[config.mk]
export PLATFORM = sky130hd
export DESIGN_NAME = e8lrd_d8
export DESIGN_NICKNAME = d
export VERILOG_FILES = /design/src/hdl/e8lrd_pkg.sv /design/src/hdl/e8lrd_d8.sv
export SDC_FILE = /design/constraint.sdc
export NUM_CORES = 2
export LEC_CHECK = 0
export BUFFER_PORTS_ARGS = -buffer_cell sky130_fd_sc_hd__buf_2
export CAP_MARGIN = 20
export CORE_ASPECT_RATIO = 1.2
export CORE_MARGIN = 8
export CORE_UTILIZATION = 66
export DETAILED_ROUTE_END_ITERATION = 8
export PLACE_DENSITY = 0.89
export RECOVER_POWER = 25
export SLEW_MARGIN = 20
export SYNTH_ARGS = -nofsm -noshare
export SYNTH_HDL_FRONTEND = slang
export SYNTH_SLANG_ARGS = --single-unit
[constraint.sdc]
create_clock -name clk -period 14.9 [get_ports clk]
set_input_delay 0.745 -clock clk [delete_from_list [all_inputs] [get_ports clk]]
set_output_delay 0.745 -clock clk [all_outputs]
set_load 0.03 [all_outputs]
[src/hdl/e8lrd_pkg.sv]
// ----------------------------------------------------------------------------
// E8 lattice reconciliation decoder package
// Shared widths, constants and types for the lane, coset and merge stages.
// ----------------------------------------------------------------------------
package e8lrd_pkg;

	// Ring modulus and derived widths
	localparam int unsigned MODULUS = 12289;
	localparam int unsigned HALF_Q  = MODULUS >> 1;
	localparam int unsigned Q_W     = $clog2(MODULUS);
	localparam int unsigned CODE_W  = 5;
	localparam int unsigned SEC_W   = 14;
	localparam int unsigned ROUND   = 16;
	localparam int unsigned PROD_W  = CODE_W + Q_W;
	localparam int unsigned V_W     = Q_W + 3;
	localparam int unsigned DIST_W  = $clog2(HALF_Q + 1);
	localparam int unsigned COST_W  = 2 * DIST_W;
	localparam int unsigned PAIR_W  = COST_W + 1;
	localparam int unsigned TOTAL_W = PAIR_W + 2;

	// Item geometry
	localparam int unsigned LANES     = 8;
	localparam int unsigned PAIRS     = LANES / 2;
	localparam int unsigned PIDX_W    = $clog2(PAIRS);
	localparam int unsigned HALF_LN   = LANES / 2;
	localparam int unsigned NIB_W     = 4;

	// Per-lane squared distances to 0 and to q/2
	typedef struct packed {
		logic [COST_W-1:0] c0;
		logic [COST_W-1:0] c1;
	} cost_t;

	// Result of one D8 coset decoder
	typedef struct packed {
		logic [PAIRS-1:0]   msg;
		logic [TOTAL_W-1:0] total;
	} d8_res_t;

	// Load enables of the pipeline stages
	typedef struct packed {
		logic s1;
		logic s2;
		logic s3;
		logic s4;
		logic s5;
	} stage_en_t;

endpackage

[src/hdl/e8lrd_d8.sv]
// ----------------------------------------------------------------------------
// E8 decoder D8 coset stage
// Picks the cheaper alternative per lane pair, then fixes odd parity by
// flipping the pair with the smallest cost gap. Two pipeline stages.
// ----------------------------------------------------------------------------
module e8lrd_d8 (
	input  logic                                 clk,
	input  e8lrd_pkg::stage_en_t                 en,
	input  logic                                 shifted,
	input  e8lrd_pkg::cost_t [e8lrd_pkg::LANES-1:0] costs,
	output e8lrd_pkg::d8_res_t                   res
);
	import e8lrd_pkg::*;

	logic [PAIR_W-1:0]  a0 [PAIRS];
	logic [PAIR_W-1:0]  a1 [PAIRS];
	logic [PAIRS-1:0]   pick_d;
	logic [PAIR_W-1:0]  diff_d [PAIRS];
	logic [PAIR_W-1:0]  best_d [PAIRS];

	logic [PAIRS-1:0]   pick_s3;
	logic [PAIR_W-1:0]  diff_s3 [PAIRS];
	logic [PAIR_W-1:0]  best_s3 [PAIRS];

	logic               lo_sel;
	logic               hi_sel;
	logic [PAIR_W-1:0]  lo_diff;
	logic [PAIR_W-1:0]  hi_diff;
	logic [PIDX_W-1:0]  lo_idx;
	logic [PIDX_W-1:0]  hi_idx;
	logic [PIDX_W-1:0]  min_idx;
	logic [PAIR_W-1:0]  best_gap;
	logic [TOTAL_W-1:0] sum_d;

	logic [PAIRS-1:0]   pick_s4;
	logic               parity_s4;
	logic [PIDX_W-1:0]  idx_s4;
	logic [PAIR_W-1:0]  gap_s4;
	logic [TOTAL_W-1:0] sum_s4;

	// Pair sums and per-pair choice
	always_comb begin
		for (int i = 0; i < PAIRS; i++) begin
			if (shifted) begin
				a0[i] = PAIR_W'(costs[2*i].c1) + PAIR_W'(costs[2*i+1].c0);
				a1[i] = PAIR_W'(costs[2*i].c0) + PAIR_W'(costs[2*i+1].c1);
			end else begin
				a0[i] = PAIR_W'(costs[2*i].c0) + PAIR_W'(costs[2*i+1].c0);
				a1[i] = PAIR_W'(costs[2*i].c1) + PAIR_W'(costs[2*i+1].c1);
			end
			pick_d[i] = (a1[i] < a0[i]);
			diff_d[i] = pick_d[i] ? (a0[i] - a1[i]) : (a1[i] - a0[i]);
			best_d[i] = pick_d[i] ? a1[i] : a0[i];
		end
	end

	always_ff @(posedge clk) begin
		if (en.s3) begin
			pick_s3 <= pick_d;
			for (int i = 0; i < PAIRS; i++) begin
				diff_s3[i] <= diff_d[i];
				best_s3[i] <= best_d[i];
			end
		end
	end

	// Smallest gap, lowest pair index on ties; total of the chosen costs
	always_comb begin
		lo_sel   = (diff_s3[1] < diff_s3[0]);
		hi_sel   = (diff_s3[3] < diff_s3[2]);
		lo_diff  = lo_sel ? diff_s3[1] : diff_s3[0];
		hi_diff  = hi_sel ? diff_s3[3] : diff_s3[2];
		lo_idx   = lo_sel ? PIDX_W'(1) : PIDX_W'(0);
		hi_idx   = hi_sel ? PIDX_W'(3) : PIDX_W'(2);
		best_gap = (hi_diff < lo_diff) ? hi_diff : lo_diff;
		min_idx  = (hi_diff < lo_diff) ? hi_idx : lo_idx;
		sum_d    = TOTAL_W'(best_s3[0]) + TOTAL_W'(best_s3[1])
		         + TOTAL_W'(best_s3[2]) + TOTAL_W'(best_s3[3]);
	end

	always_ff @(posedge clk) begin
		if (en.s4) begin
			pick_s4   <= pick_s3;
			parity_s4 <= ^pick_s3;
			idx_s4    <= min_idx;
			gap_s4    <= best_gap;
			sum_s4    <= sum_d;
		end
	end

	// Flip the cheapest pair on odd parity
	always_comb begin
		if (parity_s4) begin
			res.msg   = pick_s4 ^ (PAIRS'(1) << idx_s4);
			res.total = sum_s4 + TOTAL_W'(gap_s4);
		end else begin
			res.msg   = pick_s4;
			res.total = sum_s4;
		end
	end

endmodule

# Word-level counts from Yosys, hierarchy flattened
# Memories as Yosys holds them, arrays and structs flattened.
# Index checks and enable logic that the tools add are counted.
# totals
ff_bits,67
ram_bits,216
input_bits,423
out_inout_bits,33
memories,2
# classes
n_addsub,28
order_cmp,7
shifts,1
mux,25
bitwise_logic,1
reduce_logical,1
# mem_list
memory,depth,word_bits,read_ports,rd_ports_with_merged_regs,wr,line_no,rtl
best_s3,4,27,4,0,4,e8lrd_d8.sv:23,logic [PAIR_W-1:0] best_s3 [PAIRS];
diff_s3,4,27,4,0,4,e8lrd_d8.sv:22,logic [PAIR_W-1:0] diff_s3 [PAIRS];
# ops
cell,count
$mux W27,19
$add A26 B26 Y27,16
$sub A27 B27 Y27,8
$lt A27 B27 Y1,7
$add A29 B27 Y29,2
$mux W33,1
$add A28 B27 Y29,1
$add A27 B27 Y28,1
$mux W1,4
$reduce_xor A4 Y1,1
$shl A1 B2 Y4 const A,1
$xor A4 B4 Y4,1
$mux W2,1

# Longest topological paths before layout
# An unclocked memory read counts as a cell.
# depth
depth_word,5
mapped_depth,32
depth_no_buf,27

# Worst setup path after synthesis
# OpenSTA, ideal clock, no wires.
# synth_path
path_type,input -> register
start,in shifted
end,mem diff_s3[3][18] (netlist name) (data pin)
setup_time_ns,0.263
arrival_ns,6.592
required_time_ns,14.637
path_slack_ns,8.045
cell_stages,28
path_cell_list,clkbuf_1 > clkbuf_1 > clkbuf_1 > mux2_2 > ha_1 > and2_1 > a221o_1 > a21o_1 > or4_1 > o21ai_0 > o21ai_1 > a21oi_1 > o21bai_1 > a21oi_1 > nor2_1 > nor2_1 > xnor2_1 > inv_1 > ha_1 > and3_1 > nand2_1 > o41ai_1 > a31oi_2 > nand2_1 > buf_2 > buf_1 > a21oi_1 > xor2_1
# synth_lines
item,line_no,rtl
"start, declared",e8lrd_d8.sv:9,"input logic shifted,"
"end, declared",e8lrd_d8.sv:22,

==> summary.txt <==
mux contribution to synthesized area = 0.09230
skew final = 0.01503 ns
Post-synth EDFFs = 283
Cell variety after synth = 99
CTS sink count = 283
Hold Crit Class = register to register
R2R Setup Slk = 7.49 ns
Comb power frac = 0.747
Final setup viols = 0
CP peak stage delay = 0.73 ns
crit start category = input port
max cap viols = 2
share of cells above drive strength 1 = 0.1643
Net Sw Frac = 0.5074
Core ar. = 0.05910 mm2
syn nets = 5551
buffers added on ports = 452
ys async rst share = 0
row count = 98
sequential power share = 0.184
gr ovfl total = 0
Final Hold Viols = 0
count leader, synth = ha_1
H-tree levels = 1
Synth warnings = 0
Global Route Usage Sum = 0.3223
TNS Setup = 0 ns
CTS buffer count = 29
Initial DRC Count = 2858
I/O pin total = 456
critical path's slowest cell = buf_4
CTS tree = yes
PwrDens = 246.0 mW/mm2
FMAX = 0.1171 GHz
hold buffers post-CTS = 0
Non-Filler Cell Area, Final = 0.04297 mm2
Layout area overhead = 9.783%
top cell type by total area after synthesis = edfxtp_1
Peak VDD IR = 0.0002727 V
Worst Path Max Fanout = 98
crit share post-route = 0.5733
RSZ-0062 raised after global routing = false
Final #Nets = 5917
DP Area = 0.04202 mm2
CP endpoint kind = register
fillers = 4476
register bit total from synthesis = 283
DP HPWL = 93.58 mm
Synth Area in Simple Gates = 0.1359
clock group share of total power = 0.070
Pre-antenna DRT Iters = 6
wirelength, routed = 114.0 mm
clock buffer depth = 3
DRC viols = 0
post-CTS resize count = 0
Die Y = 282.8 um
vias per inst = 6.317
GPL Wtd Cong = 0.9800
global-route wire length before repair = 178.3 mm
final core utilization = 0.7270
Post-synth top flop = edfxtp_1
Power Internal = 0.005206 W
share of the synthesized area in the top cell type = 0.2171
complex-gate fraction of the synthesized area = 0.2317
syn_area_per_cell = 8.621 um2
register area share after synthesis = 0.2171
Cells after Synth = 4540
via count = 36.19k
Final min period = 8.542 ns
Post CTS Setup Buffer Count = 0
XOR/XNOR Fraction of Synth Area = 0.06793
synthesized cell area = 0.03914 mm2
run status = finished, violations left
register clock-pin slew on the reported worst setup and hold paths = 0.07 ns
WL/cell = 19.90 um
initial antenna violation count = 4
relative slew slack = -2.337
Psw = 0.005362 W
CTS Root Cell = clkbuf_16
Final ANT Viol Nets = 0
Post-Synth Adder-Cell Area = 0.2021
setup ws final = 6.358 ns
Leak = 19.75 nW
Initial Util = 0.6622
Req. time, crit path = 15.22 ns
largest net degree at the start of global routing = 99
Arr. time, crit path = 8.86 ns
Worst-Margin Slew = 5.005 ns
critical path class = input port to register
commonest cells in the netlist = 517 x ha_1, 410 x a21oi_1, 400 x inv_1
Slew Viols, Final = 155
Die X = 238.3 um
Clk Latency, worst-skew pair = 0.57 ns
via count of the first global-routing pass = 34.91k
failing checks = capacitance limit, slew limit
largest cells by area after synthesis = edfxtp_1 22%, ha_1 17%, mux2_2 6.6%, a21oi_1 5.2%, xnor2_1 4.4%
DIE AREA = 0.06738 mm2
post-placement setup slack = 5.929 ns
main combinational cell family by area after synthesis = compound AO/OA/AOI/OAI gates
critical path, delay by kind of cell:
kind / cells / cell delay (ns)
buffers and inverters: 6 / 3.11
AO/OA/AOI/OAI: 11 / 2.53
AND/OR/NAND/NOR: 6 / 0.84
adder cells (fa/ha/maj): 2 / 0.70
multiplexers: 1 / 0.43
XOR/XNOR: 2 / 0.32
routing by layer:
layer	GRT usage	wire (um)	part of all wire	vias up
met5	0	13	0.00011	-
met4	0.1437	5605	0.049	2
met3	0.04604	8441	0.074	281
met2	0.5629	54840	0.48	1454
met1	0.3931	45130	0.40	17010
li1	-	-	-	17440
layout make-up:
class	count	area [um2]	area share
diodes	4	10.01	0.0002330
clock buffers	30	729.5	0.01698
clock inverters	20	217.7	0.005067
inverters	403	1514	0.03524
multi-input cells	3721	28610	0.6659
flip-flops and latches	283	8498	0.1978
well taps	800	1001	0.02330
repair buffers	468	2386	0.05553
metrics by stage:
stage | cells | total power, W | hold slack [ns]
floorplan | 4540 | 0.007545 | 0.4473
global placement | 5675 | 0.009293 | 0.4519
detailed placement | 5675 | 0.009549 | 0.4605
CTS | 5725 | 0.01040 | 0.4759
global route | 5727 | 0.01133 | 0.4858
finish | 5729 | 0.01057 | 0.4823
power by group through the flow:
stage	combinational [W]	clock (W)	sequential (W)
3_5_place_dp	0.00761	0	0.00193
3_3_place_gp	0.00737	0	0.00192
6_report	0.00789	0.000737	0.00194
2_1_floorplan	0.00578	0	0.00176
5_1_grt	0.00860	0.000766	0.00196
4_1_cts	0.00774	0.000737	0.00193
final timing paths:
kind | depth (start not counted) | endpoint | from
setup / recovery | 28 | diff_s3[3][9]$_DFFE_PP_ | shifted
hold / removal | 0 | pick_s4[3]$_DFFE_PP_ | pick_s3[3]$_DFFE_PP_
setup reg to reg | 26 | gap_s4[6]$_DFFE_PP_ | diff_s3[3][4]$_DFFE_PP_
hold reg to reg | 0 | pick_s4[3]$_DFFE_PP_ | pick_s3[3]$_DFFE_PP_
registers in the layout, summed over array words and instances, names as in the netlist:
name       flops
sum_s4        29
best_s3      108
diff_s3      108
gap_s4        27
pick_s3        4
parity_s4      1
pick_s4        4
idx_s4         2
cell families (layout without fill, tap and decap cells):
family,count (synthesis),in the layout
adders and majority gates,590,590
AOI/OAI and AO/OA,1399,1399
DFF,283,283
muxes,332,332
and+or+nand+nor,1099,1099
xor gates and xnor gates,301,301
other,0,4
buffers and inverters,536,921
layout by cell type, fill, tap and decap left out, drive strengths merged, types with 25 or more instances in the layout:
master	n
ha	517
buf	465
a21oi	412
inv	403
o21ai	315
nand2	297
nor2	292
edfxtp	283
mux2	231
xnor2	196
a21o	171
xor2	104
mux2i	101
nor3	91
nand2b	75
nand3	74
fa	71
nor2b	63
o21a	48
a211oi	48
o21bai	46
nand4	41
a31oi	41
o211ai	39
clkbuf	33
o31ai	31
and3	30
and2	25
or3	25
Note: power is estimated with default switching activity, not from simulation.
