**src/hdl/e8lrd_pkg.sv**
```systemverilog
// ----------------------------------------------------------------------------
// E8 lattice reconciliation decoder package
// Shared widths, constants and types for the lane, coset and merge stages.
// ----------------------------------------------------------------------------
package e8lrd_pkg;

	// Ring modulus and derived widths
	localparam int unsigned MODULUS = 12289;
	localparam int unsigned HALF_Q  = MODULUS >> 1;
	localparam int unsigned Q_W     = $clog2(MODULUS);
	localparam int unsigned CODE_W  = 5;
	localparam int unsigned SEC_W   = 14;
	localparam int unsigned ROUND   = 16;
	localparam int unsigned PROD_W  = CODE_W + Q_W;
	localparam int unsigned V_W     = Q_W + 3;
	localparam int unsigned DIST_W  = $clog2(HALF_Q + 1);
	localparam int unsigned COST_W  = 2 * DIST_W;
	localparam int unsigned PAIR_W  = COST_W + 1;
	localparam int unsigned TOTAL_W = PAIR_W + 2;

	// Item geometry
	localparam int unsigned LANES     = 8;
	localparam int unsigned PAIRS     = LANES / 2;
	localparam int unsigned PIDX_W    = $clog2(PAIRS);
	localparam int unsigned HALF_LN   = LANES / 2;
	localparam int unsigned NIB_W     = 4;

	// Per-lane squared distances to 0 and to q/2
	typedef struct packed {
		logic [COST_W-1:0] c0;
		logic [COST_W-1:0] c1;
	} cost_t;

	// Result of one D8 coset decoder
	typedef struct packed {
		logic [PAIRS-1:0]   msg;
		logic [TOTAL_W-1:0] total;
	} d8_res_t;

	// Load enables of the pipeline stages
	typedef struct packed {
		logic s1;
		logic s2;
		logic s3;
		logic s4;
		logic s5;
	} stage_en_t;

endpackage

```
**src/hdl/e8lrd_lane.sv**
```systemverilog
// ----------------------------------------------------------------------------
// E8 decoder lane
// Rebuilds one coefficient mod q from its code and secret, then squares its
// distances to 0 and to q/2. Two pipeline stages.
// ----------------------------------------------------------------------------
module e8lrd_lane (
	input  logic                       clk,
	input  e8lrd_pkg::stage_en_t       en,
	input  logic [e8lrd_pkg::CODE_W-1:0] code,
	input  logic [e8lrd_pkg::SEC_W-1:0]  secret,
	output e8lrd_pkg::cost_t           cost
);
	import e8lrd_pkg::*;

	logic [PROD_W-1:0] rnd;
	logic [Q_W-1:0]    a;
	logic [V_W-1:0]    v;
	logic [Q_W-1:0]    x_d;
	logic [Q_W-1:0]    x_s1;
	logic [DIST_W-1:0] d0;
	logic [DIST_W-1:0] dh;
	cost_t             cost_s2;

	// Rebuild the lane value and fold it into 0..q-1
	always_comb begin
		rnd = PROD_W'(code) * PROD_W'(MODULUS) + PROD_W'(ROUND);
		a   = Q_W'(rnd >> CODE_W);
		v   = V_W'(a) + V_W'(MODULUS) - V_W'(secret);
		if (v[V_W-1]) begin
			x_d = Q_W'(v + V_W'(MODULUS));
		end else if (v >= V_W'(MODULUS)) begin
			x_d = Q_W'(v - V_W'(MODULUS));
		end else begin
			x_d = Q_W'(v);
		end
	end

	always_ff @(posedge clk) begin
		if (en.s1) begin
			x_s1 <= x_d;
		end
	end

	// Distances to 0 and to q/2
	always_comb begin
		if ((Q_W + 1)'({x_s1, 1'b0}) > (Q_W + 1)'(MODULUS)) begin
			d0 = DIST_W'(Q_W'(MODULUS) - x_s1);
		end else begin
			d0 = DIST_W'(x_s1);
		end
		if (x_s1 >= Q_W'(HALF_Q)) begin
			dh = DIST_W'(x_s1 - Q_W'(HALF_Q));
		end else begin
			dh = DIST_W'(Q_W'(HALF_Q) - x_s1);
		end
	end

	// Square both distances
	always_ff @(posedge clk) begin
		if (en.s2) begin
			cost_s2.c0 <= COST_W'(d0) * COST_W'(d0);
			cost_s2.c1 <= COST_W'(dh) * COST_W'(dh);
		end
	end

	assign cost = cost_s2;

endmodule

```
**config.mk**
```make
export PLATFORM = sky130hd
export DESIGN_NAME = e8lrd_lane
export DESIGN_NICKNAME = d
export VERILOG_FILES = /design/src/hdl/e8lrd_pkg.sv /design/src/hdl/e8lrd_lane.sv
export SDC_FILE = /design/constraint.sdc
export NUM_CORES = 1
export LEC_CHECK = 0
export ABC_AREA = 1
export BUFFER_PORTS_ARGS = -buffer_cell sky130_fd_sc_hd__buf_2
export CAP_MARGIN = 25
export CORE_MARGIN = 5
export CORE_UTILIZATION = 70
export DETAILED_ROUTE_END_ITERATION = 16
export GPL_TIMING_DRIVEN = 0
export PLACE_DENSITY = 0.87
export REMOVE_ABC_BUFFERS = 1
export SLEW_MARGIN = 10
export SYNTH_ARGS = -nofsm -noshare
export SYNTH_HDL_FRONTEND = slang
export SYNTH_SLANG_ARGS = --single-unit
export TNS_END_PERCENT = 50
```
**constraint.sdc**
```tcl
create_clock -name clk -period 17 [get_ports clk]
set_clock_uncertainty 0.15 [all_clocks]
set_input_delay 0 -clock clk [delete_from_list [all_inputs] [get_ports clk]]
set_output_delay 0 -clock clk [all_outputs]
set_load 0.05 [all_outputs]
```
### After elaboration in Yosys (flattened, before gate mapping)

Cells that the tools add are included.

| word-level totals | value |
|---|---|
| register bits after elaboration | 66 |
| bits in latches | 0 |
| bits in writable memories | 0 |
| memory bits (read-only) | 0 |
| input bits | 25 |
| output and inout port bits | 52 |
| logic and storage cells | 21 |
| memories | 0 |

| cells by class | value |
|---|---|
| add/subtract/negate cells | 8 |
| multipliers | 3 |
| divide/modulo/power cells | 0 |
| magnitude comparators | 3 |
| equal/unequal tests | 0 |
| shift operators | 0 |
| multiplexer cells | 4 |
| bitwise logic cells | 0 |
| reductions and logical operators | 0 |

Operator list:

| kind | number |
|---|---|
| $mul A13 B13 Y26 | 2 |
| $mux W14 | 2 |
| $mux W13 | 2 |
| $sub A13 B13 Y13 const A | 2 |
| $add A19 B5 Y19 const B | 1 |
| $mul A5 B14 Y19 const B | 1 |
| $ge A17 B14 Y1 const B | 1 |
| $sub A15 B14 Y16 | 1 |
| $add A14 B14 Y15 const B | 1 |
| $gt A15 B14 Y1 const B | 1 |
| $add A14 B13 Y14 const B | 1 |
| $ge A14 B13 Y1 const B | 1 |
| $sub A14 B13 Y14 const B | 1 |
| $sub A13 B13 Y13 const B | 1 |

### Longest topological paths before layout

| depth | value |
|---|---|
| depth in word-level cells | 7 |
| mapped depth | 37 |
| gate-level depth less buffers | 34 |

### Least setup slack after synthesis

Ideal clock, no wire load.

| path | value |
|---|---|
| path kind | register to register |
| start | register x_s1[0] |
| end | register cost_s2 (netlist bit cost[47]) (data pin) |
| library setup time | 0.259 ns |
| arrival time | 6.470 ns |
| data required time | 16.591 ns |
| slack | 10.121 ns |
| cell stages (with the launch flop) | 32 |
| buffers on the path | 2 |
| period minus slack after synthesis | 6.879 ns |
| cells stage by stage | edfxtp_1 > inv_1 > buf_1 > ha_1 > inv_1 > nor2_1 > nand3_2 > nor2_2 > a21oi_4 > buf_6 > nand2_1 > xor2_2 > nor2_1 > inv_1 > fa_1 > inv_1 > fa_1 > inv_1 > fa_1 > inv_1 > fa_1 > inv_1 > fa_1 > inv_1 > ha_1 > a21oi_1 > a21boi_0 > nand2_1 > a31oi_1 > o21bai_1 > a21oi_1 > xnor2_1 |

| between the ends | value |
|---|---|
| longest elaborated chain between the ends | 3 |
| elaborated cells on any way between the ends | 4 |
| those cells by class | 1 x add/sub; 1 x mul; 1 x order compare; 1 x mux |

RTL lines:

| what | RTL line | text |
|---|---|---|
| start: declaration | e8lrd_lane.sv:19 | `logic [Q_W-1:0] x_s1;` |
| start signal: assignment | e8lrd_lane.sv:40 | `x_s1 <= x_d;` |
| $sub A13 B13 Y13 / $gt A15 B14 Y1 (equally long branches) | e8lrd_lane.sv:47, e8lrd_lane.sv:46 |  |
| $mux W13 * | e8lrd_lane.sv:46 | `if ((Q_W + 1)'({x_s1, 1'b0}) > (Q_W + 1)'(MODULUS)) begin` |
| $mul A13 B13 Y26 * | e8lrd_lane.sv:61 | `cost_s2.c0 <= COST_W'(d0) * COST_W'(d0);` |
| end: declaration | e8lrd_lane.sv:22 | `cost_t cost_s2;` |

Mark *: on every way between the ends. The rest lies on a longest branch, timed or not.
A chain may end at the register's enable or synchronous reset.

### Final worst setup path

| path | value |
|---|---|
| start | register x_s1[1] |
| end | register cost_s2 (netlist bit cost[23]) (data pin) |

| between the ends | value |
|---|---|
| longest elaborated chain between the ends | 3 |
| elaborated cells on any way between the ends | 5 |
| those cells by class | 2 x add/sub; 1 x mul; 1 x order compare; 1 x mux |

RTL lines:

| what | RTL line | text |
|---|---|---|
| $sub A13 B13 Y13 (tied with other cells) | e8lrd_lane.sv:54 | `dh = DIST_W'(Q_W'(HALF_Q) - x_s1);` |
| $mux W13 * | e8lrd_lane.sv:51 | `if (x_s1 >= Q_W'(HALF_Q)) begin` |
| $mul A13 B13 Y26 * | e8lrd_lane.sv:62 | `cost_s2.c1 <= COST_W'(dh) * COST_W'(dh);` |

Marks and branches as above.

==> results.md <==
- Synth cell count leaders: inv_1 (449), nand2_1 (270), fa_1 (195)
- Global Route Usage Sum: 28.97%
- Max-slew violation count: 0
- Via count: 11,118
- Vias per cell: roughly 5.5
- Setup-failing EPs final: 0
- Final Cycle Share: between 40% and 50%
- Register area: between 0.0015 and 0.002 mm²
- RSZ-0062 raised after global routing: false
- Antenna Nets Post-Route: 0
- Tmin final: 8.302 ns
- Seq cells post-synth: between 60 and 70
- Number of global-route vias before repair: between 10,000 and 15,000
- Largest cells by area after synthesis: fa_1 (28%), ha_1 (15%), edfxtp_1 (14%)
- Data arrival, critical path: between 8 and 9 ns
- Port bufs: slightly above 70
- Detailed Route WL: ~30,000 µm
- Library cells used by synthesis: 47
- Routability cong.: just over 0.9
- WHS Path Cells: 1
- Synth Area per Inst: between 8 and 9 µm²
- Critical setup path kind: reg2reg
- Full die area: between 0.02 and 0.025 mm²
- Share of synthesized registers carrying an async set or reset: 0%
- Post-synth EDFFs: 64
- Final Hold Viols: 19
- Post-CTS sizing: 0
- Post-CTS Setup Inserts: 0
- Status: finished, violations left
- Post-DP HPWL: ~25,000 µm
- Global route overflow: 0
- H-tree lvl count: 3
- Filler cell count: between 1,000 and 1,500
- Largest net degree at the start of global routing: approximately 50
- Total clock sinks: 64
- Multi-input logic area: around 0.01 mm²
- Mapped Cells: roughly 1,700
- Clock root cell: clkbuf_16
- Hold Worst Slack: -0.01342 ns
- Hold Crit Class: in2reg
- Worst-path clk slew: 0.07 ns
- Core Rows: 51
- Post-synth top area cell: fa_1
- Syn-to-layout area delta: 7.023%
- Hold_sp: en[3]
- Top-count cell post-synth: inv_1
- R2R cell count: 29
- Layout Nets: between 2,000 and 2,500
- Max-cap violations: 0
- Core area: roughly 0.019 mm²
- Most Crowded Layer GR: met2
- Die height: ~150 µm
- Worst r2r src: x_s1[1]$_DFFE_PP_
- Worst skew pair latency: around 0.35 ns
- Slew HR: roughly a third
- Slowest-stage cell, CP: xor2_1
- Fin cells: 2,026
- Peak Freq: ~0.12 GHz
- First-pass GRT wire length: 52,430 µm
- Met2 GRT Util: around half
- Layout cells sized above 1: 9.086%
- Per-cell routed wire length: 14.95 µm
- Residual DRC count: 0
- Initial antenna violation count: 0
- Crit path max fanout: 15
- Yosys top cell area share: 28.35%
- Effective utilization at floorplan: a little under three quarters
- CTS tree: built
- Synth warn: 0
- Failing checks: negative hold slack
- Drt first pass iters: 8
- Die width: 150.3 µm
- CTS Buf Count: 9
- Total negative setup slack: 0 ns
- Global Route met3 Usage: roughly 6%
- Inst Count DP: 2,008
- Seq/Total Area, Yosys: between 10 and 15%
- Worst slew pin tran: between 0.9 and 1 ns
- Clock Path Buffers: 2
- Max stage delay on crit path: between 0.6 and 0.7 ns
- CP endpoint kind: flop
- Crit path launch: x_s1[1]$_DFFE_PP_
- GR Layer Usage met1: ~37%
- Post-synth top flop: edfxtp_1
- Io pins: 77
- CP Launch Type: flop
- Ant diodes: 0
- Worst path required time: 16.96 ns
- Hold_buf cts: 1
- Violation count after the first detailed-route iteration: 938
- Most used cell, CP: nand2_1
- Synth Cell Area: between 0.01 and 0.015 mm²
[placed cells by master, fill, tap and decap left out, types with 3 or more instances in the layout]
master / netlist / routed
a211oi_1: 5 / 5
a21o_1: 6 / 6
a21oi_1: 48 / 48
a31oi_1: 6 / 6
buf_2: 4 / 71
clkbuf_16: 0 / 9
clkinv_4: 0 / 3
conb_1: 1 / 3
edfxtp_1: 64 / 64
fa_1: 195 / 195
ha_1: 163 / 163
inv_1: 449 / 449
inv_2: 20 / 20
nand2_1: 270 / 270
nand2_2: 11 / 11
nand3_1: 62 / 62
nand3_2: 4 / 4
nand3b_1: 3 / 3
nand4_1: 16 / 16
nor2_1: 170 / 170
nor2_2: 5 / 5
nor2_4: 5 / 5
nor3_1: 12 / 12
o211ai_1: 4 / 4
o21a_1: 3 / 3
o21ai_0: 28 / 28
o21ai_1: 6 / 6
o21ai_2: 5 / 5
o21bai_1: 7 / 7
xnor2_1: 23 / 23
xor2_1: 50 / 50
xor2_2: 12 / 12
[path summary, 6_finish.rpt]
kind                         to  slack, ns
max          cost[23]$_DFFE_PP_       8.70
min           cost[6]$_DFFE_PP_      -0.01
max reg2reg  cost[23]$_DFFE_PP_       8.70
min reg2reg   cost[0]$_DFFE_PP_       0.69
[cell families after synthesis]
kind of cell	Yosys count	share of synthesized area, %
flip-flops	64	13.95
XOR/XNOR	87	6.460
other	1	0.02723
adder cells (fa/ha/maj)	358	43.15
buffers and inverters	487	13.55
AND/OR/NAND/NOR	564	17.38
AO/OA/AOI/OAI	124	5.478
[final cells by class]
class	count	share of cell area (%)
Tap cell	265	2.250
Multi-Input combinational cell	1136	67.79
Clock inverter	7	0.7131
Sequential cell	64	13.04
Timing Repair Buffer	74	2.666
Clock buffer	9	1.528
Inverter	471	12.01
[worst max-delay path: cells and delay by family (launching register included)]
| kind | cells | cell delay [ns] |
|---|---|---|
| adders and majority gates | 7 | 3.23 |
| buffers and inverters | 6 | 1.28 |
| and+or+nand+nor | 10 | 1.12 |
| AOI/OAI and AO/OA | 5 | 1.05 |
| xor gates and xnor gates | 1 | 0.63 |
| DFF | 1 | 0.57 |
[flip-flops by register name, summed over array words and instances, names as in the netlist]
register	cells
cost	50
x_s1	14
[through the flow]
step	util (%)	hold WS, ns	worst slack [ns]	cell area, µm²
after floorplan	-	-0.03750	10.25	13680
after global placement	74.08	0.2585	8.933	14370
after detailed placement	74.12	0.2681	9.006	14380
after CTS	75.88	0.07683	8.912	14720
after global routing	75.98	0.004697	8.190	14740
final	75.98	-0.01342	8.698	14740
[metal layers]
metal  vias to the layer above  share of wire (%)
li1                       5212                  -
met1                      5309                 39
met2                       511                 49
met3                        86                9.3
met4                         0                2.6
met5                         -                  0
Power is not shown: default switching activity piles up to over one toggle a cycle in this logic, so the estimate is an artifact.
