<file path="src/hdl/e8lrd_pkg.sv">
// ----------------------------------------------------------------------------
// E8 lattice reconciliation decoder package
// Shared widths, constants and types for the lane, coset and merge stages.
// ----------------------------------------------------------------------------
package e8lrd_pkg;

	// Ring modulus and derived widths
	localparam int unsigned MODULUS = 12289;
	localparam int unsigned HALF_Q  = MODULUS >> 1;
	localparam int unsigned Q_W     = $clog2(MODULUS);
	localparam int unsigned CODE_W  = 5;
	localparam int unsigned SEC_W   = 14;
	localparam int unsigned ROUND   = 16;
	localparam int unsigned PROD_W  = CODE_W + Q_W;
	localparam int unsigned V_W     = Q_W + 3;
	localparam int unsigned DIST_W  = $clog2(HALF_Q + 1);
	localparam int unsigned COST_W  = 2 * DIST_W;
	localparam int unsigned PAIR_W  = COST_W + 1;
	localparam int unsigned TOTAL_W = PAIR_W + 2;

	// Item geometry
	localparam int unsigned LANES     = 8;
	localparam int unsigned PAIRS     = LANES / 2;
	localparam int unsigned PIDX_W    = $clog2(PAIRS);
	localparam int unsigned HALF_LN   = LANES / 2;
	localparam int unsigned NIB_W     = 4;

	// Per-lane squared distances to 0 and to q/2
	typedef struct packed {
		logic [COST_W-1:0] c0;
		logic [COST_W-1:0] c1;
	} cost_t;

	// Result of one D8 coset decoder
	typedef struct packed {
		logic [PAIRS-1:0]   msg;
		logic [TOTAL_W-1:0] total;
	} d8_res_t;

	// Load enables of the pipeline stages
	typedef struct packed {
		logic s1;
		logic s2;
		logic s3;
		logic s4;
		logic s5;
	} stage_en_t;

endpackage

</file>
<file path="src/hdl/e8lrd_merge.sv">
// ----------------------------------------------------------------------------
// E8 decoder merge stage
// Selects the cheaper coset and maps its message to the key nibble.
// ----------------------------------------------------------------------------
module e8lrd_merge (
	input  logic                           clk,
	input  e8lrd_pkg::stage_en_t           en,
	input  e8lrd_pkg::d8_res_t             res0,
	input  e8lrd_pkg::d8_res_t             res1,
	output logic [e8lrd_pkg::NIB_W-1:0]    key_nibble
);
	import e8lrd_pkg::*;

	logic             sel;
	logic [PAIRS-1:0] m;
	logic [NIB_W-1:0] nib_d;
	logic [NIB_W-1:0] nibble_s5;

	// Coset 0 wins ties
	always_comb begin
		sel   = (res1.total < res0.total);
		m     = sel ? res1.msg : res0.msg;
		nib_d = {m[3], m[1] ^ m[0], m[0], sel};
	end

	always_ff @(posedge clk) begin
		if (en.s5) begin
			nibble_s5 <= nib_d;
		end
	end

	assign key_nibble = nibble_s5;

endmodule

</file>
<file path="config.mk">
export PLATFORM = sky130hd
export DESIGN_NAME = e8lrd_merge
export DESIGN_NICKNAME = d
export VERILOG_FILES = /design/src/hdl/e8lrd_pkg.sv /design/src/hdl/e8lrd_merge.sv
export SDC_FILE = /design/constraint.sdc
export NUM_CORES = 1
export LEC_CHECK = 0
export BUFFER_PORTS_ARGS = -buffer_cell sky130_fd_sc_hd__buf_4
export CORE_MARGIN = 4
export CORE_UTILIZATION = 24
export CTS_BUF_LIST = sky130_fd_sc_hd__clkbuf_16
export CTS_CLUSTER_SIZE = 14
export DETAILED_ROUTE_END_ITERATION = 8
export GPL_TIMING_DRIVEN = 0
export PLACE_DENSITY = 0.6
export SYNTH_ARGS = -nofsm -noshare
export SYNTH_HDL_FRONTEND = slang
export SYNTH_SLANG_ARGS = --single-unit
</file>
<file path="constraint.sdc">
create_clock -name clk -period 3 [get_ports clk]
set_input_delay 0.3 -clock clk [delete_from_list [all_inputs] [get_ports clk]]
set_output_delay 0.3 -clock clk [all_outputs]
set_load 0.005 [all_outputs]
</file>
[Word-level counts from Yosys, hierarchy flattened]
Index checks and enable logic that the tools add are counted.
Word-level totals
  output and inout bits: 4
  flip-flop bits (word level): 4
  input bits: 72
  word-level logic and storage cells: 4
Operators by class
  bitwise gates (word level): 1
  magnitude comparators: 1
  muxes and demuxes: 1
Operators by type and width (number)
  $lt A29 B29 Y1: 1
  $mux W4: 1
  $xor A1 B1 Y1: 1

[Depth between registers and ports, before layout]
Gate-level depths: netlist of the first run.
  word-level depth: 3
  depth in mapped cells: 8
  gate-level depth less buffers: 8

[Worst setup path after synthesis of the first run]
OpenSTA, ideal clock, no wires.
  path kind: in2reg
  start: in res0[27] (netlist bit)
  end: reg nibble_s5[1] (netlist: key_nibble[1]), data pin
  stages on the path: 8
  library setup time: 0.260 ns
  buffers on the path: 0
  data required time: 2.740 ns
  path slack: 0.939 ns
  arrival time: 1.800 ns
  cell sequence: inv_1 > ha_1 > a21oi_1 > nand2_1 > a221oi_2 > o211ai_2 > a31oi_4 > mux2_4
On the way
  word-level cells in the longest chain between the ends: 2
RTL lines
  start: declaration: RTL line e8lrd_merge.sv:8  | input e8lrd_pkg::d8_res_t res0,
  $lt A29 B29 Y1: RTL line e8lrd_merge.sv:21  | sel = (res1.total < res0.total);
  named net nib_d[0]: RTL line e8lrd_merge.sv:16  | logic [NIB_W-1:0] nib_d;
  $mux W4: RTL line e8lrd_merge.sv:22  | m = sel ? res1.msg : res0.msg;
  named net m[0]: RTL line e8lrd_merge.sv:15  | logic [PAIRS-1:0] m;
  end signal: assignment: RTL line e8lrd_merge.sv:28  | nibble_s5 <= nib_d;
  end: declaration: RTL line e8lrd_merge.sv:17  | logic [NIB_W-1:0] nibble_s5;
The timed path passes the listed nets, and every way through them passes these cells.
A chain may end at the register's enable or synchronous reset.

[Worst setup path after layout of the first run]
Same ends and word-level chain as after synthesis.

==> flow_metrics.py, run 1 <==
metrics = {
    "global_route": {
        "grt_usage_pct": 7.884,
        "gr-total-overflow": 0,
        "grt_busiest_layer": "met2",
        "met3_usage_pct": 2.302,
        "grtUsageMet1_pct": 9.005,
        "grt_max_degree": 5,
        "grt_pass1_vias": 921,
        "grt_antenna_before_repair": 0,
        "grt_pass1_wl_um": 3346,
        "met2_usage_pct": 13.33,
    },
    "floorplanning": {
        "die_w_um": 70.03,
        "core_area_um2": 3689,
        "placementRows": 22,
        "die_y_um": 70.03,
        "die-area_um2": 4904,
        "pin_count": 76,
        "initial_utilization_pct": 25.03,
    },
    "clock_tree": {
        "clk_pin_slew_ps": 30,
        "clkSinkCount": 4,
        "hold_buffers": 0,
        "cts_max_level": 1,
        "root_buffer": "clkbuf_16",
        "cts_buffers": 3,
        "post_cts_resized": 0,
        "postCtsSetupRepairBufs": 0,
        "clockBufferDepth": 2,
        "cts_tree": "yes",
    },
    "worst_setup_path": {
        "timing.critical_path.cells": "buf_4 -> inv_1 -> ha_1 -> a21oi_1 -> nand2_1 -> a221oi_2 -> o211ai_2 -> a31oi_4 -> mux2_4",
        "cp.required_ps": 2960,
        "crit_path_end_kind": "flop",
        "worst-path-max-fanout": 4,
        "path_class": "input port to flop",
        "critPathLaunchType": "input port",
        "cp-startpoint": "res0[27]",
        "arrival_ps": 1970,
        "crit_end": "key_nibble[1]$_DFFE_PP_",
        "slowest_stage": "ha_1",
        "max_stage_delay_ps": 340,
    },
    "sta": {
        "slew_viol_final": 0,
        "worst_hold_slack_ps": 311.4,
        "fin_crit_ps": 2007,
        "finalCritPeriodShare_pct": 66.91,
        "worstMarginPinSlew_ps": 384.9,
        "fmax_ghz": 0.4982,
        "slew-limit-headroom_pct": 74.07,
        "finalHoldViolCount": 0,
        "rsz0062_at_grt": "false",
        "setup_violations": 0,
        "layout_setup_ws_ps": 992.7,
        "fin_setup_tns_ps": 0,
    },
    "place": {
        "post-dp-hpwl_um": 1957,
        "place_worst_setup_slack_ps": 740.4,
        "postPlaceCellArea_um2": 1501,
        "gp_congestion": 0.7498,
        "place_inst": 227,
        "io_buffers": 69,
    },
    "pwr": {
        "vdd_drop_max_uv": 141.2,
        "p_leak_nw": 0.8967,
        "cellPowerDensity_nw_per_um2": 286.9,
    },
    "cells_and_area": {
        "layout-drive-gt1-share_pct": 43.41,
        "final_cell_count_no_fill": 230,
        "diodes": 0,
        "largest_reg_flops": 4,
        "nets": 284,
        "multi_input_area_um2": 698.2,
        "seqCellArea_um2": 120.1,
        "nFillCells": 392,
        "fin_area_um2": 1577,
        "areaGrowthSynthToFinish_pct": 70.73,
    },
    "yosys": {
        "synth_area_leaders": "ha_1 38%, edfxtp_1 13%, inv_1 11%",
        "ys_warn_count": 0,
        "yosysSeqAreaShare_pct": 13.01,
        "synth_top_flop_cell": "edfxtp_1",
        "syn_inst": 110,
        "yosys-top-cells-count": "28 x ha_1, 28 x inv_1, 12 x a21oi_1, 11 x nand2_1, 6 x o21ai_0",
        "yosys_register_bits": 4,
        "netlist_area_um2": 923.4,
        "avgSynthCellArea_um2": 8.394,
        "yosysUniqueCellTypes": 22,
        "synth-edff-count": 4,
        "synth_area_leader_cell": "ha_1",
        "async_reset_ff_share_pct": 0,
        "yosys.area.top_type_share_pct": 37.94,
        "synth_nets": 210,
    },
    "detailed_routing": {
        "wl_um": 2048,
        "drc": 0,
        "ant_nets": 0,
        "vias": 941,
        "detail_route.wl_per_cell_um": 8.904,
        "viasPerCell": 4.091,
        "drt_iter0_markers": 10,
        "dr.pass1.iters": 2,
    },
    "status": {
        "status": "finished clean",
    },
    "job": {
        "maxCapViolCount": 0,
    },
    "hold_path": {
        "hp-class": "input port to flop",
    },
}
==> per-layer routing <==
layer	up-vias	wire length (um)
met5	-	0
met4	0	19
met2	46	904
li1	522	-
met3	2	248
met1	371	876
==> power by group <==
| part | internal (mW) | switching (mW) | total [mW] |
|---|---|---|---|
| combinational | 0.109 | 0.0693 | 0.178 |
| sequential | 0.0705 | 0.00154 | 0.0720 |
| clock | 0.170 | 0.0325 | 0.202 |
| total | 0.349 | 0.103 | 0.452 |
==> placed cells by master (no fill, tap or decap), types with 2 or more instances in the layout <==
| master | count |
|---|---|
| edfxtp_1 | 4 |
| nor2_1 | 3 |
| clkbuf_16 | 3 |
| buf_4 | 69 |
| o21ai_0 | 6 |
| inv_1 | 28 |
| a21oi_1 | 12 |
| mux2_4 | 2 |
| ha_1 | 28 |
| xnor2_1 | 2 |
| and4_1 | 2 |
| nand2_1 | 11 |
==> worst max-delay path, delay by kind of cell <==
kind | cells | cell delay, ps
buffers and inverters | 2 | 100
AOI/OAI and AO/OA | 4 | 810
adders and majority gates | 1 | 340
and+or+nand+nor | 1 | 80
muxes | 1 | 320
==> logic make-up after synthesis <==
family,after synthesis,synth area share (%)
flops,4,13.01
xor+xnor,2,1.897
fa+ha+maj,28,37.94
mux,3,4.336
compound gates,24,17.34
buf+inv,28,11.38
simple gates,21,14.09
==> worst min-delay path by stage <==
stage | start | end | slack [ps] | cells after the start
6_report | en[0] | key_nibble[0]$_DFFE_PP_ | 310 | 1
5_1_grt | en[0] | key_nibble[0]$_DFFE_PP_ | 310 | 1
4_1_cts | en[0] | key_nibble[0]$_DFFE_PP_ | 310 | 1
3_5_place_dp | en[0] | key_nibble[2]$_DFFE_PP_ | 540 | 1
3_3_place_gp | en[0] | key_nibble[2]$_DFFE_PP_ | 530 | 1
2_1_floorplan | en[0] | key_nibble[0]$_DFFE_PP_ | 410 | 0
==> layout make-up <==
type,count,area share [%]
clock buffer,3,4.762
inverter,28,6.667
multi-input combinational,78,44.29
sequential,4,7.619
tap,48,3.810
timing repair buffer,69,32.86
==> through the flow <==
stage,power (mW),util (%)
after global placement,0.2523,40.71
final,0.4523,42.74
after global routing,0.4828,42.74
after detailed placement,0.2537,40.71
after CTS,0.4586,42.74
after floorplan,0.1625,-
Power figures use the tool's default switching activity.
==> inputs of run 2 (changes only) <==
Settings changed: ABC_AREA set to 1.
Clock period 3 ns to 1.6 ns, I/O delays scaled along.
==> run 2 against run 1 <==
Clock-buffer cell count unchanged. Sequential power increased by 90%. Routed wire length increased by 15%. Synthesized cell count increased by 48%. Non-clock buffer count increased by 2. Sequential share of layout area decreased by 0.81 points. Critical path depth increased by 3. Utilization increased by 0.099 points. Combinational power increased by 110%. First-iteration DRC count increased by 10%. Synthesized area increased by 14%. Via count increased by 20%. Critical path type unchanged. Critical endpoint is now key_nibble[2]$_DFFE_PP_.
==> flow_metrics.py, run 2 <==
metrics = {
    "status": {
        "status": "finished clean",
    },
    "place": {
        "post-dp-hpwl_um": 2182,
        "postPlaceCellArea_um2": 1635,
        "place_worst_setup_slack_ps": -139.3,
        "gp_congestion": 0.6940,
        "io_buffers": 69,
        "place_inst": 282,
    },
    "yosys": {
        "yosys.area_share.xor_xnor_pct": 0,
        "synth_area_leader_cell": "ha_1",
        "synth_most_common_cell": "nand2_1",
        "yosys_register_bits": 4,
        "yosysSeqAreaShare_pct": 11.39,
        "synth-simple-area-share_pct": 32.98,
        "synthMuxAreaShare_pct": 0,
        "async_reset_ff_share_pct": 0,
        "yosysUniqueCellTypes": 16,
        "synth_compound_area_share_pct": 6.762,
        "syn_inst": 163,
        "yosys-top-cells-count": "53 x nand2_1, 43 x inv_1, 28 x ha_1, 8 x a21oi_1, 7 x nor2_1",
        "yosys.area.top_type_share_pct": 33.21,
        "avgSynthCellArea_um2": 6.471,
        "synth_fa_ha_area_share_pct": 33.21,
        "synth_nets": 263,
        "netlist_area_um2": 1055,
        "synth_top_flop_cell": "edfxtp_1",
        "synth_area_leaders": "ha_1 33%, nand2_1 19%, inv_1 15%",
        "synth_top_family_by_area": "adder cells",
        "synth-edff-count": 4,
        "ys_warn_count": 0,
    },
    "detailed_routing": {
        "drc": 0,
        "viasPerCell": 3.944,
        "vias": 1132,
        "wl_met1_um": 904,
        "route.met2.wl_um": 1165,
        "ant_nets": 0,
        "route.met3.wl_um": 265,
        "drt_iter0_markers": 11,
        "wl_um": 2345,
        "detail_route.wl_per_cell_um": 8.171,
        "highest_layer": "met4",
        "dr.pass1.iters": 4,
    },
    "pwr": {
        "vdd_drop_max_uv": 380.4,
        "power_frac_seq_pct": 15.1,
        "swShare_pct": 25.80,
        "comb_power_share_pct": 42.2,
        "finalPower_uw": 904.8,
        "power_frac_clock_pct": 42.7,
        "p_switching_uw": 233.4,
        "p_leak_nw": 1.105,
        "cellPowerDensity_nw_per_um2": 513.2,
        "p_int_uw": 671.4,
    },
    "floorplanning": {
        "die_y_um": 74.30,
        "initial_utilization_pct": 25.63,
        "die_w_um": 74.30,
        "die-area_um2": 5520,
        "placementRows": 23,
        "pin_count": 76,
        "core_area_um2": 4115,
    },
    "sta": {
        "setup_violations": 0,
        "finalHoldViolCount": 0,
        "finalCritPeriodShare_pct": 94.05,
        "fin_crit_ps": 1505,
        "slew-limit-headroom_pct": 88.08,
        "fmax_ghz": 0.6646,
        "worstMarginPinSlew_ps": 178.4,
        "worst_hold_slack_ps": 167.2,
        "slew_viol_final": 0,
        "layout_setup_ws_ps": 95.24,
        "fin_setup_tns_ps": 0,
    },
    "cells_and_area": {
        "multi_input_area_um2": 807.0,
        "seqCellArea_um2": 120.1,
        "utilization_pct": 42.84,
        "diodes": 0,
        "nFillCells": 451,
        "nets": 339,
        "largest_reg_flops": 4,
        "final_cell_mix": "71 x buf_4, 50 x nand2_1, 42 x inv_1, 26 x ha_1, 8 x a21oi_1",
        "areaGrowthSynthToFinish_pct": 67.14,
        "final_cell_count_no_fill": 287,
        "layout-drive-gt1-share_pct": 39.66,
        "final_common_cell": "buf_4",
        "fin_area_um2": 1763,
    },
    "worst_setup_path": {
        "cp.required_ps": 1570,
        "path_class": "input port to flop",
        "cp-startpoint": "res0[20]",
        "worst-path-max-fanout": 6,
        "critPathLaunchType": "input port",
        "crit_path_end_kind": "flop",
        "arrival_ps": 1480,
    },
    "clock_tree": {
        "cts_max_level": 1,
        "clockBufferDepth": 2,
        "clkSinkCount": 4,
        "cts_buffers": 3,
        "root_buffer": "clkbuf_16",
        "hold_buffers": 0,
        "cts_tree": "yes",
        "clk_pin_slew_ps": 30,
    },
    "global_route": {
        "grt_antenna_before_repair": 0,
        "grt_pass1_wl_um": 3753,
        "grt_usage_pct": 8.451,
        "grt_pass1_vias": 1030,
        "gr-total-overflow": 0,
        "grt_max_degree": 7,
    },
    "hold_path": {
        "hp-start": "en[0]",
        "hp-class": "input port to flop",
    },
    "job": {
        "maxCapViolCount": 0,
    },
}
-- run 2: changes by cell type in the layout (fill, tap and decap cells not counted), moves of 3 or more --
| cell | before | now |
|---|---|---|
| nand2_4 | 0 | 3 |
| inv_1 | 28 | 42 |
| nand2_2 | 0 | 6 |
| nand3_1 | 1 | 5 |
| o21ai_0 | 6 | 0 |
| a21oi_1 | 12 | 8 |
| nand2_1 | 11 | 50 |
| nor2_2 | 0 | 3 |
-- run 2: cells by family after synthesis --
| kind of cell | Yosys count |
|---|---|
| and+or+nand+nor | 76 |
| adders and majority gates | 28 |
| DFF | 4 |
| AOI/OAI and AO/OA | 11 |
| buffers and inverters | 44 |
-- run 2: layer usage --
metal / up-vias / GRT usage (%)
met4: 0 / 2.964
li1: 643 / -
met1: 448 / 9.362
met2: 39 / 15.26
met5: - / 0
met3: 2 / 2.568
-- run 2: worst paths after layout --
check	slack, ps	cells past startpoint	endpoint
max	100	12	key_nibble[2]$_DFFE_PP_
min	170	1	key_nibble[0]$_DFFE_PP_
-- run 2: final cells by class --
type	count	share of cell area [%]
Sequential cell	4	6.813
Clock buffer	3	4.258
Inverter	44	9.368
Multi-Input combinational cell	115	45.78
Tap cell	50	3.549
Timing Repair Buffer	71	30.23
-- run 2: critical path, stage by stage --
cell and delay (ps):
buf_4 70, inv_1 30, ha_1 310, a21o_1 200, nor2_2 110, nand2_2 70
a21oi_4 200, nand2_4 100, nand2_1 70, nand2_1 50, nand2_1 50, nand2_1 50
-- run 2: repair_timing --
item,4_1_cts,5_1_grt
endpoints found under the setup margin,0,1
endpoints found under the hold margin,0,0
buffers inserted,0,2
resized for setup,0,8
-- run 2: power by group through the flow --
| stage | Sequential [mW] | Clock [mW] | Combinational (mW) |
|---|---|---|---|
| 2_1_floorplan | 0.140 | 0 | 0.186 |
| 3_3_place_gp | 0.138 | 0 | 0.360 |
| 3_5_place_dp | 0.138 | 0 | 0.364 |
| 4_1_cts | 0.137 | 0.391 | 0.366 |
| 5_1_grt | 0.138 | 0.401 | 0.448 |
| 6_report | 0.137 | 0.386 | 0.382 |
==> inputs of run 3 (changes only) <==
Settings changed: GPL_TIMING_DRIVEN 0 to not set, REMOVE_ABC_BUFFERS set to 1.
==> run 3 against run 2 <==
Worst setup slack improved by 31 ps. Utilization grew 1.2 points. Clock power decreased by 2%. Critical endpoint unchanged. Largest cell class unchanged.
==> flow_metrics.py, run 3 (synthesis results as in run 2) <==
metrics = {
    "status": {
        "status": "finished clean",
    },
    "global_route": {
        "gr-total-overflow": 0,
        "grt_pass1_wl_um": 3898,
        "grtUsageMet1_pct": 9.839,
        "grt_antenna_before_repair": 0,
        "grt_usage_pct": 8.449,
        "grt_pass1_vias": 1089,
        "met2_usage_pct": 15.85,
        "grt_busiest_layer": "met2",
        "grt_max_degree": 7,
        "met3_usage_pct": 1.351,
    },
    "place": {
        "postPlaceCellArea_um2": 1673,
        "io_buffers": 69,
        "gp_congestion": 0.6996,
        "place_worst_setup_slack_ps": -115.7,
        "post-dp-hpwl_um": 2189,
    },
    "floorplanning": {
        "pin_count": 76,
        "die-area_um2": 5520,
        "die_w_um": 74.30,
        "core_area_um2": 4115,
        "die_y_um": 74.30,
        "placementRows": 23,
        "initial_utilization_pct": 25.63,
    },
    "sta": {
        "finalHoldViolCount": 0,
        "worstMarginPinSlew_ps": 165.8,
        "fin_crit_ps": 1474,
        "fmax_ghz": 0.6786,
        "slew_viol_final": 0,
        "slew-limit-headroom_pct": 88.92,
        "finalCritPeriodShare_pct": 92.11,
        "layout_setup_ws_ps": 126.3,
        "setup_violations": 0,
    },
    "worst_setup_path": {
        "arrival_ps": 1440,
        "cp.required_ps": 1570,
        "crit_path_end_kind": "flop",
        "path_class": "input port to flop",
        "critPathLaunchType": "input port",
        "worst-path-max-fanout": 5,
    },
    "clock_tree": {
        "clockBufferDepth": 2,
        "cts_buffers": 3,
        "cts_tree": "yes",
        "clkSinkCount": 4,
        "hold_buffers": 0,
        "cts_max_level": 1,
        "postCtsSetupRepairBufs": 0,
        "clk_pin_slew_ps": 30,
        "root_buffer": "clkbuf_16",
    },
    "hold_path": {
        "hp-class": "input port to flop",
        "holdPathStages": 1,
    },
    "detailed_routing": {
        "detail_route.wl_per_cell_um": 8.279,
        "dr.pass1.iters": 3,
        "drt_iter0_markers": 23,
        "ant_nets": 0,
        "vias": 1154,
        "drc": 0,
        "wl_um": 2401,
        "viasPerCell": 3.979,
    },
    "pwr": {
        "swShare_pct": 25.61,
        "power_frac_clock_pct": 41.5,
        "power_frac_seq_pct": 14.9,
        "vdd_drop_max_uv": 249.4,
        "p_switching_uw": 234.7,
        "comb_power_share_pct": 43.6,
        "cellPowerDensity_nw_per_um2": 505.2,
        "p_leak_nw": 1.118,
        "p_int_uw": 681.8,
    },
    "cells_and_area": {
        "diodes": 0,
        "final_cell_mix": "74 x buf_4, 49 x nand2_1, 40 x inv_1, 24 x ha_1",
        "largest_reg_flops": 4,
        "fin_area_um2": 1814,
        "layout-drive-gt1-share_pct": 42.50,
        "final_common_cell": "buf_4",
        "nets": 342,
        "areaGrowthSynthToFinish_pct": 72.00,
        "nFillCells": 452,
        "utilization_pct": 44.09,
    },
    "job": {
        "maxCapViolCount": 0,
    },
}
## run 3: changes by cell type in the layout (fill, tap and decap cells not counted)
cell / before / now
buf_4: 71 / 74
ha_1: 26 / 24
ha_4: 2 / 4
inv_1: 42 / 40
inv_2: 2 / 4
a21oi_1: 8 / 7
a21oi_2: 0 / 1
nand2_1: 50 / 49
nand2_2: 6 / 7
nor2_1: 5 / 6
nor2_2: 3 / 2
## run 3: layout make-up
type | count | area (um^2) | share of cell area, %
tap | 50 | 62.56 | 3.448
inverter | 44 | 165.2 | 9.103
timing repair buffer | 74 | 555.5 | 30.62
multi-input combinational | 115 | 835.8 | 46.07
sequential | 4 | 120.1 | 6.621
clock buffer | 3 | 75.07 | 4.138
## run 3: what timing repair did
item                                    in CTS  in global routing
endpoints found under the hold margin        0                  0
gates resized for setup                      0                 13
endpoints found under the setup margin       0                  1
## run 3: path summary, 6_finish.rpt
path	start	to	slack [ps]
setup / recovery	res0[28]	key_nibble[2]$_DFFE_PP_	130
hold / removal	en[0]	key_nibble[0]$_DFFE_PP_	170
## run 3: power by group through the flow
stage	logic (mW)	registers (mW)	clock network [mW]
6_report	0.400	0.137	0.380
3_5_place_dp	0.382	0.138	0
3_3_place_gp	0.377	0.138	0
2_1_floorplan	0.186	0.140	0
5_1_grt	0.467	0.137	0.400
4_1_cts	0.385	0.137	0.392
## run 3: worst max-delay path, stage by stage
cell and delay [ps]:
buf_4 70, inv_1 30, ha_1 280, nand2_1 90
nor2_2 130, and2_4 180, nand2_4 50, nor2_4 90
nand2_4 80, nand3_1 100, nand2_2 60, nand2_1 50
nand2_1 50
## run 3: through the flow
stage	TNS [ps]	instances	hold slack, ps	total power, mW
floorplan	0	163	272.5	0.3268
global placement	-133.6	287	393.6	0.5150
detailed placement	-197.8	287	396.4	0.5203
CTS	0	290	166.0	0.9140
global route	-9.041	290	171.6	1.004
finish	0	290	171.5	0.9165
## run 3: layer usage
layer,share of wire [%],vias to the layer above
met5,0,-
met4,0,0
met3,9.0,0
met2,51,36
met1,40,469
li1,-,649
